### src/rtl/core/atdf_pkg.sv
// ----------------------------------------------------------------------------
// ADC temperature display formatter package
// Shared widths, scaling constants, character codes, types and the digit
// split helpers for the temperature display formatter.
// ----------------------------------------------------------------------------
package atdf_pkg;

  // Widths and counts.
  localparam int SAMPLE_W   = 10;
  localparam int CHAR_W     = 8;
  localparam int COL_W      = 5;
  localparam int LINE_LEN   = 7;
  localparam int NUM_CHARS  = 14;
  localparam int IDX_W      = 4;
  localparam int NUM_STAGES = 8;

  // Celsius scaling: tenths = floor(sample * 2000 / 1023).
  // The estimate uses 2050 / 2^21 as the reciprocal of 1023 and is folded with
  // the factor 2000, so the estimate is the exact quotient or one below it.
  localparam logic [21:0] CEL_RECIP = 22'd4100000;
  localparam logic [10:0] CEL_MUL   = 11'd2000;
  localparam logic [9:0]  CEL_DIV   = 10'd1023;

  // Fahrenheit scaling: tenths = floor(celsius * 9 / 5) + 320.
  // The estimate uses 13107 / 2^16 as the reciprocal of 5.
  localparam logic [3:0]  FAHR_MUL    = 4'd9;
  localparam logic [13:0] FAHR_RECIP  = 14'd13107;
  localparam logic [2:0]  FAHR_DIV    = 3'd5;
  localparam logic [11:0] FAHR_OFFSET = 12'd320;

  // Character codes.
  localparam logic [7:0] CH_ZERO   = 8'h30;
  localparam logic [7:0] CH_ONE    = 8'h31;
  localparam logic [7:0] CH_TWO    = 8'h32;
  localparam logic [7:0] CH_SPACE  = 8'h20;
  localparam logic [7:0] CH_DOT    = 8'h2E;
  localparam logic [7:0] CH_DEGREE = 8'hDF;
  localparam logic [7:0] CH_C      = 8'h43;
  localparam logic [7:0] CH_F      = 8'h46;

  // Display placement.
  localparam logic [COL_W-1:0] FIRST_COL  = 5'd10;
  localparam logic [COL_W-1:0] DOT_COL    = 5'd13;
  localparam logic [COL_W-1:0] DEGREE_COL = 5'd15;
  localparam logic [COL_W-1:0] LAST_COL   = 5'd16;
  localparam logic [IDX_W-1:0] ROW_SPLIT  = 4'd7;
  localparam logic [IDX_W-1:0] LAST_IDX   = 4'd13;

  typedef struct packed {
    logic [3:0] d3;
    logic [3:0] d2;
    logic [3:0] d1;
    logic [3:0] d0;
  } digits_t;

  typedef struct packed {
    logic [3:0] digit;
    logic [9:0] rest;
  } thou_t;

  typedef struct packed {
    logic [3:0] digit;
    logic [6:0] rest;
  } hund_t;

  typedef struct packed {
    logic [3:0] digit;
    logic [3:0] rest;
  } tens_t;

  typedef logic [LINE_LEN-1:0][CHAR_W-1:0]  line_t;
  typedef logic [NUM_CHARS-1:0][CHAR_W-1:0] char_seq_t;

  // Thousands digit of a value below 4000 and the remainder below 1000.
  function automatic thou_t split_thou(input logic [11:0] v);
    thou_t       res;
    logic [11:0] diff;
    if (v >= 12'd3000) begin
      res.digit = 4'd3;
      diff      = v - 12'd3000;
    end else if (v >= 12'd2000) begin
      res.digit = 4'd2;
      diff      = v - 12'd2000;
    end else if (v >= 12'd1000) begin
      res.digit = 4'd1;
      diff      = v - 12'd1000;
    end else begin
      res.digit = 4'd0;
      diff      = v;
    end
    res.rest = diff[9:0];
    return res;
  endfunction

  // Hundreds digit of a value below 1000 and the remainder below 100.
  function automatic hund_t split_hund(input logic [9:0] v);
    hund_t      res;
    logic [9:0] base;
    logic [9:0] diff;
    res.digit = 4'd0;
    base      = 10'd0;
    for (int k = 1; k < 10; k++) begin
      if (v >= 10'(k * 100)) begin
        res.digit = 4'(k);
        base      = 10'(k * 100);
      end
    end
    diff     = v - base;
    res.rest = diff[6:0];
    return res;
  endfunction

  // Tens digit of a value below 100 and the units digit.
  function automatic tens_t split_tens(input logic [6:0] v);
    tens_t      res;
    logic [6:0] base;
    logic [6:0] diff;
    res.digit = 4'd0;
    base      = 7'd0;
    for (int k = 1; k < 10; k++) begin
      if (v >= 7'(k * 10)) begin
        res.digit = 4'(k);
        base      = 7'(k * 10);
      end
    end
    diff     = v - base;
    res.rest = diff[3:0];
    return res;
  endfunction

  // One display line: leading zeros of the hundreds and tens become spaces.
  function automatic line_t make_line(input digits_t d, input logic [7:0] unit);
    line_t ln;
    ln[0] = (d.d3 != 4'd0) ? CH_ZERO + {4'd0, d.d3} : CH_SPACE;
    ln[1] = (d.d3 != 4'd0 || d.d2 != 4'd0) ? CH_ZERO + {4'd0, d.d2} : CH_SPACE;
    ln[2] = CH_ZERO + {4'd0, d.d1};
    ln[3] = CH_DOT;
    ln[4] = CH_ZERO + {4'd0, d.d0};
    ln[5] = CH_DEGREE;
    ln[6] = unit;
    return ln;
  endfunction

endpackage

### src/rtl/core/adc_temperature_display_formatter.sv
// ----------------------------------------------------------------------------
// ADC temperature display formatter
// Scales a 10-bit converter sample to Celsius and Fahrenheit tenths and emits
// the two seven-character display lines as fourteen character beats.
// ----------------------------------------------------------------------------
// Each accepted sample yields fourteen character beats, the Celsius line on
// row 0 and then the Fahrenheit line on row 1, columns 10 to 16, with
// last_char set on the fourteenth. The arithmetic runs in an eight-stage
// pipeline that takes a new sample in any cycle it has room; the character
// serializer after it sends one beat per cycle while out_stall is low, and
// loads the next sample only as the last beat of the current one is taken.
// Reset clears all valid state.
module adc_temperature_display_formatter
  import atdf_pkg::*;
(
  input  logic                clk,
  input  logic                rst_n,
  input  logic                in_valid,
  output logic                in_stall,
  input  logic [SAMPLE_W-1:0] in_adc_sample,
  output logic                out_valid,
  input  logic                out_stall,
  output logic [CHAR_W-1:0]   out_char_code,
  output logic                out_row,
  output logic [COL_W-1:0]    out_column,
  output logic                out_last_char
);

  // Pipeline control: a stage takes new data when it is empty or moves on.
  logic [NUM_STAGES-1:0] vld_r;
  logic [NUM_STAGES:0]   go;
  logic                  ser_load;

  always_comb begin
    go[NUM_STAGES] = ser_load;
    for (int k = NUM_STAGES - 1; k >= 0; k--) begin
      go[k] = !vld_r[k] || go[k+1];
    end
  end

  assign in_stall = !go[0];

  always_ff @(posedge clk) begin
    if (!rst_n) begin
      vld_r <= '0;
    end else begin
      if (go[0]) begin
        vld_r[0] <= in_valid;
      end
      for (int k = 1; k < NUM_STAGES; k++) begin
        if (go[k]) begin
          vld_r[k] <= vld_r[k-1];
        end
      end
    end
  end

  // Stage 1: scaled sample and Celsius quotient estimate.
  logic [31:0] s1_prod;
  logic [20:0] s1_x_nxt;
  logic [20:0] s1_x_r;
  logic [10:0] s1_q_r;

  assign s1_prod  = {22'd0, in_adc_sample} * {10'd0, CEL_RECIP};
  assign s1_x_nxt = {11'd0, in_adc_sample} * {10'd0, CEL_MUL};

  always_ff @(posedge clk) begin
    if (go[0]) begin
      s1_x_r <= s1_x_nxt;
      s1_q_r <= s1_prod[31:21];
    end
  end

  // Stage 2: correct the estimate by one remainder compare.
  logic [20:0] s2_qm;
  logic [20:0] s2_rem;
  logic [10:0] s2_c_nxt;
  logic [10:0] s2_c_r;

  assign s2_qm    = {s1_q_r, 10'd0} - {10'd0, s1_q_r};
  assign s2_rem   = s1_x_r - s2_qm;
  assign s2_c_nxt = s1_q_r + {10'd0, (s2_rem >= {11'd0, CEL_DIV})};

  always_ff @(posedge clk) begin
    if (go[1]) begin
      s2_c_r <= s2_c_nxt;
    end
  end

  // Stage 3: Celsius times nine.
  logic [14:0] s3_y_nxt;
  logic [14:0] s3_y_r;
  logic [10:0] s3_c_r;

  assign s3_y_nxt = {4'd0, s2_c_r} * {11'd0, FAHR_MUL};

  always_ff @(posedge clk) begin
    if (go[2]) begin
      s3_y_r <= s3_y_nxt;
      s3_c_r <= s2_c_r;
    end
  end

  // Stage 4: quotient estimate of the division by five.
  logic [28:0] s4_prod;
  logic [11:0] s4_fe_r;
  logic [14:0] s4_y_r;
  logic [10:0] s4_c_r;

  assign s4_prod = {14'd0, s3_y_r} * {15'd0, FAHR_RECIP};

  always_ff @(posedge clk) begin
    if (go[3]) begin
      s4_fe_r <= s4_prod[27:16];
      s4_y_r  <= s3_y_r;
      s4_c_r  <= s3_c_r;
    end
  end

  // Stage 5: correct the quotient and add the Fahrenheit offset.
  logic [14:0] s5_fm;
  logic [14:0] s5_rem;
  logic [11:0] s5_f_nxt;
  logic [11:0] s5_f_r;
  logic [11:0] s5_c_r;

  assign s5_fm    = {3'd0, s4_fe_r} * {12'd0, FAHR_DIV};
  assign s5_rem   = s4_y_r - s5_fm;
  assign s5_f_nxt = s4_fe_r + {11'd0, (s5_rem >= {12'd0, FAHR_DIV})} + FAHR_OFFSET;

  always_ff @(posedge clk) begin
    if (go[4]) begin
      s5_f_r <= s5_f_nxt;
      s5_c_r <= {1'b0, s4_c_r};
    end
  end

  // Stage 6: thousands digits.
  thou_t s6_ct_r;
  thou_t s6_ft_r;

  always_ff @(posedge clk) begin
    if (go[5]) begin
      s6_ct_r <= split_thou(s5_c_r);
      s6_ft_r <= split_thou(s5_f_r);
    end
  end

  // Stage 7: hundreds digits.
  logic [3:0] s7_cd3_r;
  logic [3:0] s7_fd3_r;
  hund_t      s7_ch_r;
  hund_t      s7_fh_r;

  always_ff @(posedge clk) begin
    if (go[6]) begin
      s7_cd3_r <= s6_ct_r.digit;
      s7_fd3_r <= s6_ft_r.digit;
      s7_ch_r  <= split_hund(s6_ct_r.rest);
      s7_fh_r  <= split_hund(s6_ft_r.rest);
    end
  end

  // Stage 8: tens and units digits, then the fourteen characters.
  tens_t     s8_ct;
  tens_t     s8_ft;
  digits_t   s8_cd;
  digits_t   s8_fd;
  char_seq_t s8_chars_r;

  always_comb begin
    s8_ct    = split_tens(s7_ch_r.rest);
    s8_ft    = split_tens(s7_fh_r.rest);
    s8_cd.d3 = s7_cd3_r;
    s8_cd.d2 = s7_ch_r.digit;
    s8_cd.d1 = s8_ct.digit;
    s8_cd.d0 = s8_ct.rest;
    s8_fd.d3 = s7_fd3_r;
    s8_fd.d2 = s7_fh_r.digit;
    s8_fd.d1 = s8_ft.digit;
    s8_fd.d0 = s8_ft.rest;
  end

  always_ff @(posedge clk) begin
    if (go[7]) begin
      s8_chars_r <= {make_line(s8_fd, CH_F), make_line(s8_cd, CH_C)};
    end
  end

  // Serializer: holds one sample's characters and steps through them.
  logic                 ser_vld_r;
  logic [IDX_W-1:0]     ser_idx_r;
  char_seq_t            ser_chars_r;
  logic                 beat_take;
  logic                 ser_last;
  logic                 ser_row;
  logic [IDX_W-1:0]     ser_pos;

  assign beat_take = ser_vld_r && (!out_valid || !out_stall);
  assign ser_last  = (ser_idx_r == LAST_IDX);
  assign ser_load  = !ser_vld_r || (beat_take && ser_last);
  assign ser_row   = (ser_idx_r >= ROW_SPLIT);
  assign ser_pos   = ser_row ? ser_idx_r - ROW_SPLIT : ser_idx_r;

  always_ff @(posedge clk) begin
    if (!rst_n) begin
      ser_vld_r <= 1'b0;
      ser_idx_r <= '0;
    end else if (ser_load) begin
      ser_vld_r <= vld_r[NUM_STAGES-1];
      ser_idx_r <= '0;
    end else if (beat_take) begin
      ser_idx_r <= ser_idx_r + 4'd1;
    end
  end

  always_ff @(posedge clk) begin
    if (ser_load) begin
      ser_chars_r <= s8_chars_r;
    end
  end

  // Output register: one character beat, held while stalled.
  logic               out_valid_r;
  logic [CHAR_W-1:0]  out_char_r;
  logic               out_row_r;
  logic [COL_W-1:0]   out_col_r;
  logic               out_last_r;

  always_ff @(posedge clk) begin
    if (!rst_n) begin
      out_valid_r <= 1'b0;
    end else if (beat_take) begin
      out_valid_r <= 1'b1;
    end else if (!out_stall) begin
      out_valid_r <= 1'b0;
    end
  end

  always_ff @(posedge clk) begin
    if (beat_take) begin
      out_char_r <= ser_chars_r[ser_idx_r];
      out_row_r  <= ser_row;
      out_col_r  <= FIRST_COL + {1'b0, ser_pos};
      out_last_r <= ser_last;
    end
  end

  assign out_valid     = out_valid_r;
  assign out_char_code = out_char_r;
  assign out_row       = out_row_r;
  assign out_column    = out_col_r;
  assign out_last_char = out_last_r;

endmodule

### config.mk
export PLATFORM = sky130hd
export DESIGN_NAME = adc_temperature_display_formatter
export DESIGN_NICKNAME = d
export VERILOG_FILES = /design/src/rtl/core/atdf_pkg.sv /design/src/rtl/core/adc_temperature_display_formatter.sv
export SDC_FILE = /design/constraint.sdc
export NUM_CORES = 1
export LEC_CHECK = 0
export ABC_AREA = 0
export BUFFER_PORTS_ARGS = -buffer_cell sky130_fd_sc_hd__buf_2
export CORE_MARGIN = 5
export CORE_UTILIZATION = 29
export CTS_CLUSTER_SIZE = 25
export DETAILED_ROUTE_END_ITERATION = 8
export PLACE_DENSITY = 0.52
export SYNTH_ARGS = -nofsm -noshare
export SYNTH_HDL_FRONTEND = slang
export SYNTH_SLANG_ARGS = --single-unit
### constraint.sdc
create_clock -name clk -period 8.33 [get_ports clk]
set_input_delay 2.0825 -clock clk [delete_from_list [all_inputs] [get_ports clk]]
set_output_delay 2.0825 -clock clk [all_outputs]
set_load 0.03 [all_outputs]
; Word level (Yosys, flattened, before mapping)
; Cells that the tools add are included.
[totals]
reg_bits = 341
output_inout_bits = 17
elab_cells = 258
[op_classes]
n_addsub = 27
mul = 5
magnitude_cmp = 46
n_eq_ne = 2
muxes = 87
n_bitwise = 1
reduce_logical = 35
[op_table]
columns = cell, n
row1 = two-way mux 4 bit, 47
row2 = two-way mux 7 bit, 20
row3 = >= comparator 10 bit (second input constant), 8
row4 = >= comparator 10 x 9 -> 1 bit (second input constant), 6
row5 = two-way mux 10 bit, 6
row6 = subtractor 10 bit (second input constant), 6
row7 = adder 6 x 4 -> 7 bit (first input constant), 8
row8 = >= comparator 7 x 6 -> 1 bit (second input constant), 6
row9 = >= comparator 7 bit (second input constant), 6
row10 = binary-select mux 8 bit (select 4 bit), 1
row11 = >= comparator 7 x 5 -> 1 bit (second input constant), 4
row12 = multiplier 15 x 14 -> 28 bit (second input constant), 1
row13 = multiplier 10 x 17 -> 27 bit (second input constant), 1
row14 = >= comparator 21 x 10 -> 1 bit (second input constant), 1
row15 = subtractor 21 x 11 -> 21 bit, 1
row16 = subtractor 21 bit, 1
row17 = >= comparator 10 x 7 -> 1 bit (second input constant), 2
row18 = >= comparator 10 x 8 -> 1 bit (second input constant), 2
row19 = multiplier 10 x 7 -> 17 bit (second input constant), 1
row20 = nonzero test 4 bit, 4
row21 = >= comparator 15 x 3 -> 1 bit (second input constant), 1
row22 = multiplier 11 x 4 -> 15 bit (second input constant), 1
row23 = multiplier 12 x 3 -> 15 bit (second input constant), 1
row24 = subtractor 15 bit, 1
row25 = 26 further kinds, 67

; Depth between registers and ports, before layout
; Gate-level depths: netlist of the first run.
[depth]
word_depth = 14
mapped_depth = 21

; Least setup slack after synthesis of the first run
; Ideal clock, no wire load.
[synth_path]
path_kind = input -> register
startpoint = input in_adc_sample[7]
endpoint = register s1_q_r[10] (data pin)
arrival_ps = 6504
path_slack_ps = 1566
stages = 17
n_path_buf = 0
cell_sequence = fa_1 -> inv_1 -> fa_1 -> fa_1 -> inv_1 -> fa_1 -> inv_1 -> fa_1 -> ha_1 -> nand4_1 -> nor3_1 -> a41oi_1 -> a21oi_1 -> nor2_1 -> o311ai_0 -> a21oi_1 -> xnor2_1
[synth_via]
elab_chain_len = 1
[synth_rtl]
columns = item, line_no
row1 = "start, declared", adc_temperature_display_formatter.sv:20  ; input logic [SAMPLE_W-1:0] in_adc_sample,
row2 = multiplier 10 x 17 -> 27 bit, adc_temperature_display_formatter.sv:64  ; assign s1_prod = {22'd0, in_adc_sample} * {10'd0, CEL_RECIP};
row3 = via s1_prod[31], adc_temperature_display_formatter.sv:59  ; logic [31:0] s1_prod;
row4 = "end signal, assigned", adc_temperature_display_formatter.sv:70  ; s1_q_r <= s1_prod[31:21];
row5 = "end, declared", adc_temperature_display_formatter.sv:62  ; logic [10:0] s1_q_r;
; The timed path passes the listed nets, and every way through them passes these cells.
; A chain may end at the register's enable or synchronous reset.

; Final worst setup path of the first run
; Ends and elaborated chain as after synthesis.

==> key figures, run 1 <==
GRT
  • Largest net degree at the start of global routing: 36
  • Tot GR Track Use: 0.106
  • Antenna violations before repair: 1
  • Vias in the first global route: between 10000 and 15000
  • First-pass GRT wire length: between 70000 and 80000 um
  • Aggregate global routing overflow: 0

Drt
  • Post-route ant nets: 0
  • M1 WL: around 19000 um
  • Top sig layer: met4
  • Detail-routed via count per cell: ~4.6
  • DR WL met3: ~1100 um
  • Via count: about 14000
  • DRC: 0
  • Drt first-iter violations: around 570
  • Drt pass-1 iters: 4
  • Post-Route WL: just over 40000 um
  • WL/cell: ~14 um
  • Metal2 WL: between 20000 and 25000 um

Timing
  • Tightest Pin Transition: between 1000 and 1500 ps
  • Clock period minus worst slack: between 6000 and 7000 ps
  • Final clock skew: between 15 and 20 ps
  • Setup TNS Final: 0 ps
  • Tcrit/Tclk final: 0.813
  • Fin. max-slew vios: 0
  • Max transition margin: 0.212
  • Setup violations, final: 0
  • Final hold violations: 0
  • Fmax: 148 MHz
  • Unrepaired setup endpoints after global routing: no

Setup path
  • Slowest cell on crit path: fa_1
  • Setup crit start kind: input port
  • CP delay by family, top: adder cells
  • CP cell instances: buf_2 > fa_1 > inv_1 > fa_1 > fa_1 > inv_1 > fa_1 > inv_1 > fa_1 > ha_1 > nand4_1 > nor3_1 > a41oi_1 > a21oi_1 > nor2_1 > o311ai_0 > a21oi_1 > xnor2_1
  • Crit-path max FO: 10
  • Most frequent CP cell: fa_1
  • Worst EP arrival: roughly 7000 ps
  • Crit end category: flip-flop
  • Max incr delay on CP: around 660 ps
  • Required time of the critical path: between 8000 and 9000 ps
  • CP Class: input port to flip-flop
  • Buf/Inv on CP: 4

Run status
  • Status: completed

Synthesis
  • Yosys Warn Count: 0
  • Compound-Gate Fraction of Synth Area: 0.105
  • Largest family of logic cells by synthesized area: adder cells
  • Synth Register Bits: ~260
  • XOR/XNOR share of the synthesized area: 0.0495
  • Post-Syn Area: between 20000 and 25000 sq um
  • Syn Area/Cell: 10.9 sq um
  • Main flop type after synthesis: edfxtp_1
  • Synth unique cells: between 80 and 90
  • Mux cell area share after synthesis: 0.00795
  • Fraction of the mapped netlist area in adder cells: 0.329
  • Cells after synthesis: 1961
  • Simple-Gate Fraction of Synth Area: 0.0738
  • Seq/Total Area, Yosys: 0.362
  • Ys async rst share: 0
  • EDFF count, synth: 249
  • Post-Synthesis Net Count: ~2400

Cells and area
  • Ant diodes: 0
  • Share of layout cells above drive strength 1: 0.0490
  • Most frequent cells in the layout: inv_1, ha_1, edfxtp_1, fa_1, a21oi_1
  • Commonest non-fill, non-tap cell in the layout: inv_1
  • Net total in the final layout: approximately 2500
  • Area delta synth->final: 9.99%

Clock tree
  • Worst-Skew Late Latency: ~550 ps
  • Clock Tree Buf Depth: 3
  • Post-CTS sizing: 0
  • Hold_buf cts: 0
  • CTS tree: yes
  • Postcts setup bufs: 0
  • CTS sink count: around 260
  • Clk slew on worst S/H paths: ~60 ps
  • Clock buffer count from CTS: 29
  • CTS Root Cell: clkbuf_16
  • H-tree depth: 1

Floorplanning
  • Initial Utilization: 0.293
  • Core Rows: between 90 and 100
  • Io pins: 31
  • Die Area: 79400 sq um
  • Die Ht: approximately 280 um
  • Core Box Area: 73100 sq um
  • Chip width: around 280 um

Min path
  • Worst min-delay path class: flip-flop to flip-flop

Placement
  • Hpwl dp: 33600 um
  • Gpl congestion: 0.837
  • Buffers on Ports: 30

Run
  • Max-cap violations: 0
## per-layer routing
layer / vias to the layer above / track usage
li1: 6792 / -
met1: 6534 / 0.140
met2: 176 / 0.189
met3: 45 / 0.0100
met4: 0 / 0.0241
met5: - / 0
## stage by stage
step,worst slack (ps),cells,hold WS (ps),utilization,cell area [sq um]
finish,1560,2959,416,0.322,23600
global route,1050,2959,425,0.322,23600
CTS,1560,2959,409,0.322,23600
detailed placement,963,2906,405,0.309,22600
global placement,1060,2906,402,0.309,22600
floorplan,1570,1961,400,-,21400
## cells by family after synthesis
kind of cell,count (synthesis)
multiplexers,16
flip-flops,263
AND/OR/NAND/NOR,329
adder cells (fa/ha/maj),476
XOR/XNOR,121
AO/OA/AOI/OAI,342
buffers and inverters,414
## synthesized netlist by cell type (all sizes together) (5+ instances only)
master,n,area [sq um]
inv,366,1370
and2,5,31.3
nor2,97,364
nand3,29,145
nand2,77,292
xnor2,86,753
dfxtp,14,280
o21bai,10,75.1
a221oi,6,52.6
nor3,26,130
o21a,13,97.6
edfxtp,249,7480
o211ai,12,90.1
or2,5,31.3
a211o,6,52.6
a211oi,12,90.1
fa,145,2900
xor2,35,307
a31oi,13,87.6
nand2b,19,119
buf,6,37.5
and3,13,81.3
mux2i,11,110
mux2,5,60.1
ha,328,4100
o21ai,61,305
a21oi,113,569
or3,9,56.3
clkbuf,40,150
o31ai,5,37.5
nor2b,16,100
nand4,19,119
a21o,29,218
nor4,5,31.3
## layout make-up
class	instances	area [sq um]
inverters	368	1380
multi-input cells	1284	12100
flip-flops and latches	263	7760
fillers	7370	49500
well taps	959	1200
repair buffers	32	165
clock buffers	33	741
clock inverters	20	220
## sequential cells by signal, summed over array words and instances, names as in the netlist, 11 cells and up
name and cells:
s8_chars_r 32, ser_chars_r 32, s1_x_r 17, s3_y_r 15, s4_y_r 15, s4_fe_r 12, s5_f_r 12, s6_ct_r 12
s6_ft_r 12, s1_q_r 11, s2_c_r 11, s5_c_r 11, s7_ch_r 11, s7_fh_r 11
## path summary, 6_finish.rpt
kind / slack [ps] / to / start / cells after the start
max: 1560 / s1_q_r[10] / in_adc_sample[7] / 18
min: 420 / ser_chars_r[75] / s8_chars_r[75] / 0
max reg2reg: 1840 / s4_fe_r[10] / s3_y_r[5] / 21
min reg2reg: 420 / ser_chars_r[75] / s8_chars_r[75] / 0
Power of run 1 is left out: the tool's default activity adds up to more than one toggle a clock period on the data nets, which glitch-free logic cannot reach.
==> run 2: changes to the inputs <==
Settings changed: ABC_AREA 0 to 1.
Clock period 8.33 ns to 7.1 ns, I/O delays scaled along.
==> run 2 against run 1 <==
Against the previous run: final cell count up 22%; area after synthesis is 7.0% higher; core utilization down 0.18 points; worst setup slack worse by 330 ps.
==> key figures, run 2 <==
Placement
  • Hpwl dp: 39300 um (+17%)
  • Gpl congestion: 0.834 (-0.43%)
  • # placed instances: 3563 (+23%)
  • Buffers on Ports: 30 (unchanged)

Clock tree
  • Clock Tree Buf Depth: 3 (unchanged)
  • Clock buffer count from CTS: 29 (unchanged)
  • CTS Root Cell: clkbuf_16
  • Worst-Skew Late Latency: 570 ps (+20 ps)
  • Hold_buf cts: 0 (unchanged)
  • CTS tree: yes
  • CTS sink count: 263 (unchanged)
  • Post-CTS sizing: 0 (unchanged)
  • Postcts setup bufs: 0 (unchanged)
  • H-tree depth: 1 (unchanged)
  • Clk slew on worst S/H paths: 60 ps (about the same)

Drt
  • DRC: 0 (unchanged)
  • WL/cell: 13.1 um (-6.4%)
  • DR WL met3: 1300 um (+20%)
  • Via count: 15800 (+17%)
  • Drt first-iter violations: 579 (+1.9%)
  • Post-route ant nets: 0 (unchanged)
  • Metal2 WL: 22100 um (+8.8%)
  • Top sig layer: met4
  • Post-Route WL: 47300 um (+14%)
  • Detail-routed via count per cell: 4.38 (-4.3%)
  • Drt pass-1 iters: 5 (+1)
  • M1 WL: 23300 um (+21%)

Floorplanning
  • Chip width: 291 um (+3.3%)
  • Io pins: 31 (unchanged)
  • Die Ht: 291 um (+3.3%)
  • Core Rows: 103 (+4.0%)
  • Initial Utilization: 0.291 (-0.00189)
  • Core Box Area: 78700 sq um (+7.7%)
  • Die Area: 84800 sq um (+6.8%)

Synthesis
  • Yosys top cell area share: 0.326 (-0.0230)
  • Synth area leaders: edfxtp_1, ha_1, fa_1, inv_1, nand2_1
  • Post-Syn Area: 22900 sq um (+7.0%)
  • Synth Register Bits: 263 (unchanged)
  • Post-Synthesis Net Count: 2986 (+22%)
  • Synth unique cells: 53 (-35%)
  • Cells after synthesis: 2499 (+27%)
  • Yosys Warn Count: 0 (unchanged)
  • Post-synth top cells: inv_1, nand2_1, ha_1, edfxtp_1, nor2_1
  • Seq/Total Area, Yosys: 0.338 (-0.0239)
  • Top-count cell post-synth: inv_1
  • Leading area contributor after synthesis: edfxtp_1
  • Syn Area/Cell: 9.17 sq um (-16%)
  • Main flop type after synthesis: edfxtp_1
  • Ys async rst share: 0 (unchanged)
  • EDFF count, synth: 249 (unchanged)

Timing
  • Setup TNS Final: 0 ps (unchanged)
  • Tcrit/Tclk final: 0.827
  • Clock period minus worst slack: between 5000 and 6000 ps
  • Max transition margin: 0.359 (+0.146)
  • Setup violations, final: 0 (unchanged)
  • Tightest Pin Transition: 960 ps (-221 ps)
  • Hold WS: 406 ps (-10.5 ps)
  • Final clock skew: 20.1 ps (+2.71 ps)
  • Unrepaired setup endpoints after global routing: no
  • Fin. max-slew vios: 0 (unchanged)
  • Final hold violations: 0 (unchanged)
  • Fmax: approximately 170 MHz

GRT
  • Antenna violations before repair: 0 (-1)
  • First-pass GRT wire length: 80400 um (+14%)
  • Largest net degree at the start of global routing: 38 (+5.6%)
  • Tot GR Track Use: 0.112 (+0.00613)
  • Aggregate global routing overflow: 0 (unchanged)
  • Vias in the first global route: 16000 (+14%)

Run status
  • Status: completed

Cells and area
  • Post-layout util: 0.320 (-0.00176)
  • Largest regs: s8_chars_r (32), ser_chars_r (32), s1_x_r (17)
  • Fillers: 8165 (+11%)
  • Area delta synth->final: 10.1%
  • Net total in the final layout: 3031 (+23%)
  • Cell Count, Final, Fillers Out: 3616 (+22%)
  • Commonest non-fill, non-tap cell in the layout: inv_1
  • Share of layout cells above drive strength 1: 0.0374 (-0.0116)
  • Ant diodes: 0 (unchanged)
  • Most frequent cells in the layout: inv_1, nand2_1, ha_1, edfxtp_1, nor2_1

Setup path
  • Reg-to-reg slack, setup: 1490 ps (-350 ps)
  • CP Class: input port to flip-flop
  • Worst EP arrival: 6180 ps (-880 ps)
  • Crit end category: flip-flop
  • Setup crit start kind: input port
  • Crit-path max FO: 9 (-1)
  • Required time of the critical path: 7410 ps (-1210 ps)

Min path
  • Worst min-delay path class: flip-flop to flip-flop

Run
  • Max-cap violations: 0 (unchanged)
run 2: worst max-delay path, cell delays in order:
cell	delay [ps]
buf_2	190
fa_1	670
inv_1	120
fa_1	490
fa_1	550
inv_1	50
fa_1	520
inv_1	50
fa_1	470
ha_1	350
nand2_1	90
inv_1	70
nand2_1	60
o21ai_0	300
a21oi_1	120
nor2_1	110
nor2_1	60
xnor2_1	130
run 2: layout make-up:
cell class                 instances  area, sq um  area share
timing repair buffer              34          180     0.00714
inverter                         525         1980      0.0783
multi-input combinational       1691        13100       0.519
tap                             1050         1310      0.0521
sequential                       263         7760       0.307
clock inverter                    14          131     0.00521
clock buffer                      39          783      0.0310
run 2: layer usage:
| metal | vias to the layer above | global-route usage |
|---|---|---|
| met1 | 7387 | 0.158 |
| met4 | 0 | 0.0205 |
| met5 | - | 0 |
| met2 | 162 | 0.189 |
| li1 | 8261 | - |
| met3 | 39 | 0.0117 |
run 2: path summary, 6_finish.rpt:
check / from / to / cells after the start
worst max-delay path: in_adc_sample[7] / s1_q_r[4] / 18
worst min-delay path: s3_c_r[8] / s4_c_r[8] / 0
worst max register to register: s3_y_r[6] / s4_fe_r[7] / 19
worst min register to register: s3_c_r[8] / s4_c_r[8] / 0
run 2: cells by family after synthesis:
| kind of cell | Yosys count | synth area share |
|---|---|---|
| simple gates | 810 | 0.150 |
| buf+inv | 545 | 0.0903 |
| fa+ha+maj | 473 | 0.306 |
| compound gates | 300 | 0.0747 |
| flops | 263 | 0.338 |
| xor+xnor | 107 | 0.0409 |
| mux | 1 | 0.000437 |
run 2: through the flow:
step,instance area [sq um],setup WS [ps]
finish,25200,1230
global placement,24300,738
floorplan,22900,1220
CTS,25200,1280
detailed placement,24300,687
global route,25200,998
Power of run 2 is left out for the same reason.
==> run 3: changes to the inputs <==
Settings changed: PLACE_DENSITY 0.52 to 0.53.
Clock period 7.1 ns to 5.4 ns, I/O delays scaled along.
==> run 3 against run 2 <==
Against the previous run: register-to-register slack got worse by 1200 ps; final cell count increased by 2.5%; critical path type is now flip-flop to flip-flop; core utilization is 1.2 points higher; flip-flop and latch count stayed put.
==> key figures, run 3 (same netlist as run 2, synthesis figures left out) <==
Min path
  • Worst min-delay path class: flip-flop to flip-flop

GRT
  • Vias in the first global route: 16100 (+0.45%)
  • Antenna violations before repair: 0 (unchanged)
  • First-pass GRT wire length: 80900 um (+0.58%)
  • Tot GR Track Use: 0.113 (+0.00108)
  • Largest net degree at the start of global routing: 37 (-2.6%)
  • Aggregate global routing overflow: 0 (unchanged)

Cells and area
  • Fillers: 8141 (-0.29%)
  • Area delta synth->final: 14.1%
  • Sequential Area: 7760 sq um (unchanged)
  • Area of the multi-input gates: 13200 sq um (+1.1%)
  • Ant diodes: 0 (unchanged)
  • Share of layout cells above drive strength 1: 0.0814 (+0.0439)
  • Net total in the final layout: 3119 (+2.9%)
  • Commonest non-fill, non-tap cell in the layout: inv_1
  • Largest regs: s8_chars_r (32), ser_chars_r (32), s1_x_r (17)
  • Most frequent cells in the layout: inv_1, nand2_1, ha_1, edfxtp_1, nor2_1
  • Cell Count, Final, Fillers Out: 3705 (+2.5%)

Setup path
  • Required time of the critical path: 5710 ps (-1700 ps)
  • Crit-path max FO: 4 (-5)
  • Crit end category: flip-flop
  • Setup crit start kind: flip-flop
  • CP Class: flip-flop to flip-flop
  • Worst EP arrival: 5430 ps (-750 ps)

Timing
  • Final hold violations: 0 (unchanged)
  • Setup ws final: 278 ps (-951 ps)
  • Final clock skew: 19.9 ps (-0.216 ps)
  • Clock period minus worst slack: around 5100 ps
  • Max transition margin: 0.374 (+0.0149)
  • Tcrit/Tclk final: 0.949
  • Tightest Pin Transition: 937 ps (-22.3 ps)
  • Fmax: ~200 MHz
  • Hold WS: 414 ps (+7.92 ps)
  • Fin. max-slew vios: 0 (unchanged)
  • Setup violations, final: 0 (unchanged)

Run status
  • Status: completed

Run
  • Max-cap violations: 0 (unchanged)

Placement
  • Gpl congestion: 0.843 (+1.2%)
  • Hpwl dp: 40600 um (+3.3%)
  • # placed instances: 3650 (+2.4%)
  • Buffers on Ports: 30 (unchanged)
  • Dpl ws: -293 ps (-980 ps)

Drt
  • Post-route ant nets: 0 (unchanged)
  • Drt pass-1 iters: 5 (unchanged)
  • Drt first-iter violations: 765 (+32%)
  • WL/cell: 13.1 um (+0.31%)
  • DRC: 0 (unchanged)
  • Detail-routed via count per cell: 4.40 (+0.40%)
  • Post-Route WL: 48700 um (+2.8%)
  • Via count: 16300 (+2.9%)

Clock tree
  • H-tree depth: 1 (unchanged)
  • Clock buffer count from CTS: 30 (+3.4%)
  • CTS Root Cell: clkbuf_16
  • CTS sink count: 263 (unchanged)
  • Worst-Skew Late Latency: 560 ps (about the same)
  • CTS tree: yes
  • Clock Tree Buf Depth: 3 (unchanged)
  • Clk slew on worst S/H paths: 60 ps (about the same)
  • Hold_buf cts: 0 (unchanged)

Floorplanning
  • Core Rows: 103 (unchanged)
  • Die Ht: 291 um (unchanged)
  • Die Area: 84800 sq um (unchanged)
  • Initial Utilization: 0.291 (unchanged)
  • Io pins: 31 (unchanged)
  • Chip width: 291 um (unchanged)
  • Core Box Area: 78700 sq um (unchanged)
==> run 3: changes by cell type in the layout (fill, tap and decap cells not counted), moves of 4 or more <==
| cell | before | now |
|---|---|---|
| a21oi_1 | 126 | 120 |
| a21oi_2 | 1 | 7 |
| buf_4 | 4 | 91 |
| clkbuf_1 | 8 | 4 |
| clkinv_1 | 8 | 4 |
| clkinvlp_4 | 2 | 7 |
| ha_1 | 328 | 322 |
| ha_4 | 0 | 6 |
==> run 3: path summary, 6_finish.rpt <==
check,start,endpoint,slack (ps),depth (start not counted)
min,s4_c_r[10],s5_c_r[10],410,0
min reg2reg,s4_c_r[10],s5_c_r[10],410,0
max,s3_y_r[2],s4_fe_r[6],280,21
max reg2reg,s3_y_r[2],s4_fe_r[6],280,21
==> run 3: repair_timing <==
item,in CTS,in global routing
buffers inserted,0,0
endpoints found under the setup margin,0,12
gates resized for setup,0,21
==> run 3: through the flow <==
| stage | utilization | setup TNS, ps | area, sq um |
|---|---|---|---|
| 2_1_floorplan | - | 0 | 22900 |
| 3_3_place_gp | 0.318 | -2400 | 25000 |
| 3_5_place_dp | 0.318 | -2600 | 25000 |
| 4_1_cts | 0.331 | 0 | 26000 |
| 5_1_grt | 0.332 | -22.1 | 26200 |
| 6_report | 0.332 | 0 | 26200 |
==> run 3: final cells by class <==
class | instances | share of cell area
clock buffer | 35 | 0.0302
multi-input combinational | 1691 | 0.506
sequential | 263 | 0.297
timing repair buffer | 121 | 0.0319
clock inverter | 20 | 0.00942
inverter | 525 | 0.0755
tap | 1050 | 0.0502
==> run 3: worst max-delay path, stage by stage (launching register included) <==
cell and delay [ps]:
edfxtp_1 430, ha_4 330, inv_1 60, fa_1 520, inv_1 50, fa_1 520, inv_1 50, fa_1 540
inv_1 60, fa_1 520, inv_1 50, fa_1 490, inv_1 70, ha_4 280, nand2_1 120, nor2_1 110
inv_1 70, o21bai_1 230, a21o_1 150, nand2_1 70, nand3_1 70, nand2_1 50
==> run 3: per-layer routing <==
| layer | share of wire | global-route usage | vias to the layer above |
|---|---|---|---|
| li1 | - | - | 8435 |
| met1 | 0.49 | 0.162 | 7607 |
| met2 | 0.46 | 0.187 | 215 |
| met3 | 0.032 | 0.0127 | 47 |
| met4 | 0.014 | 0.0206 | 0 |
| met5 | 0 | 0 | - |
Power of run 3 is left out for the same reason.
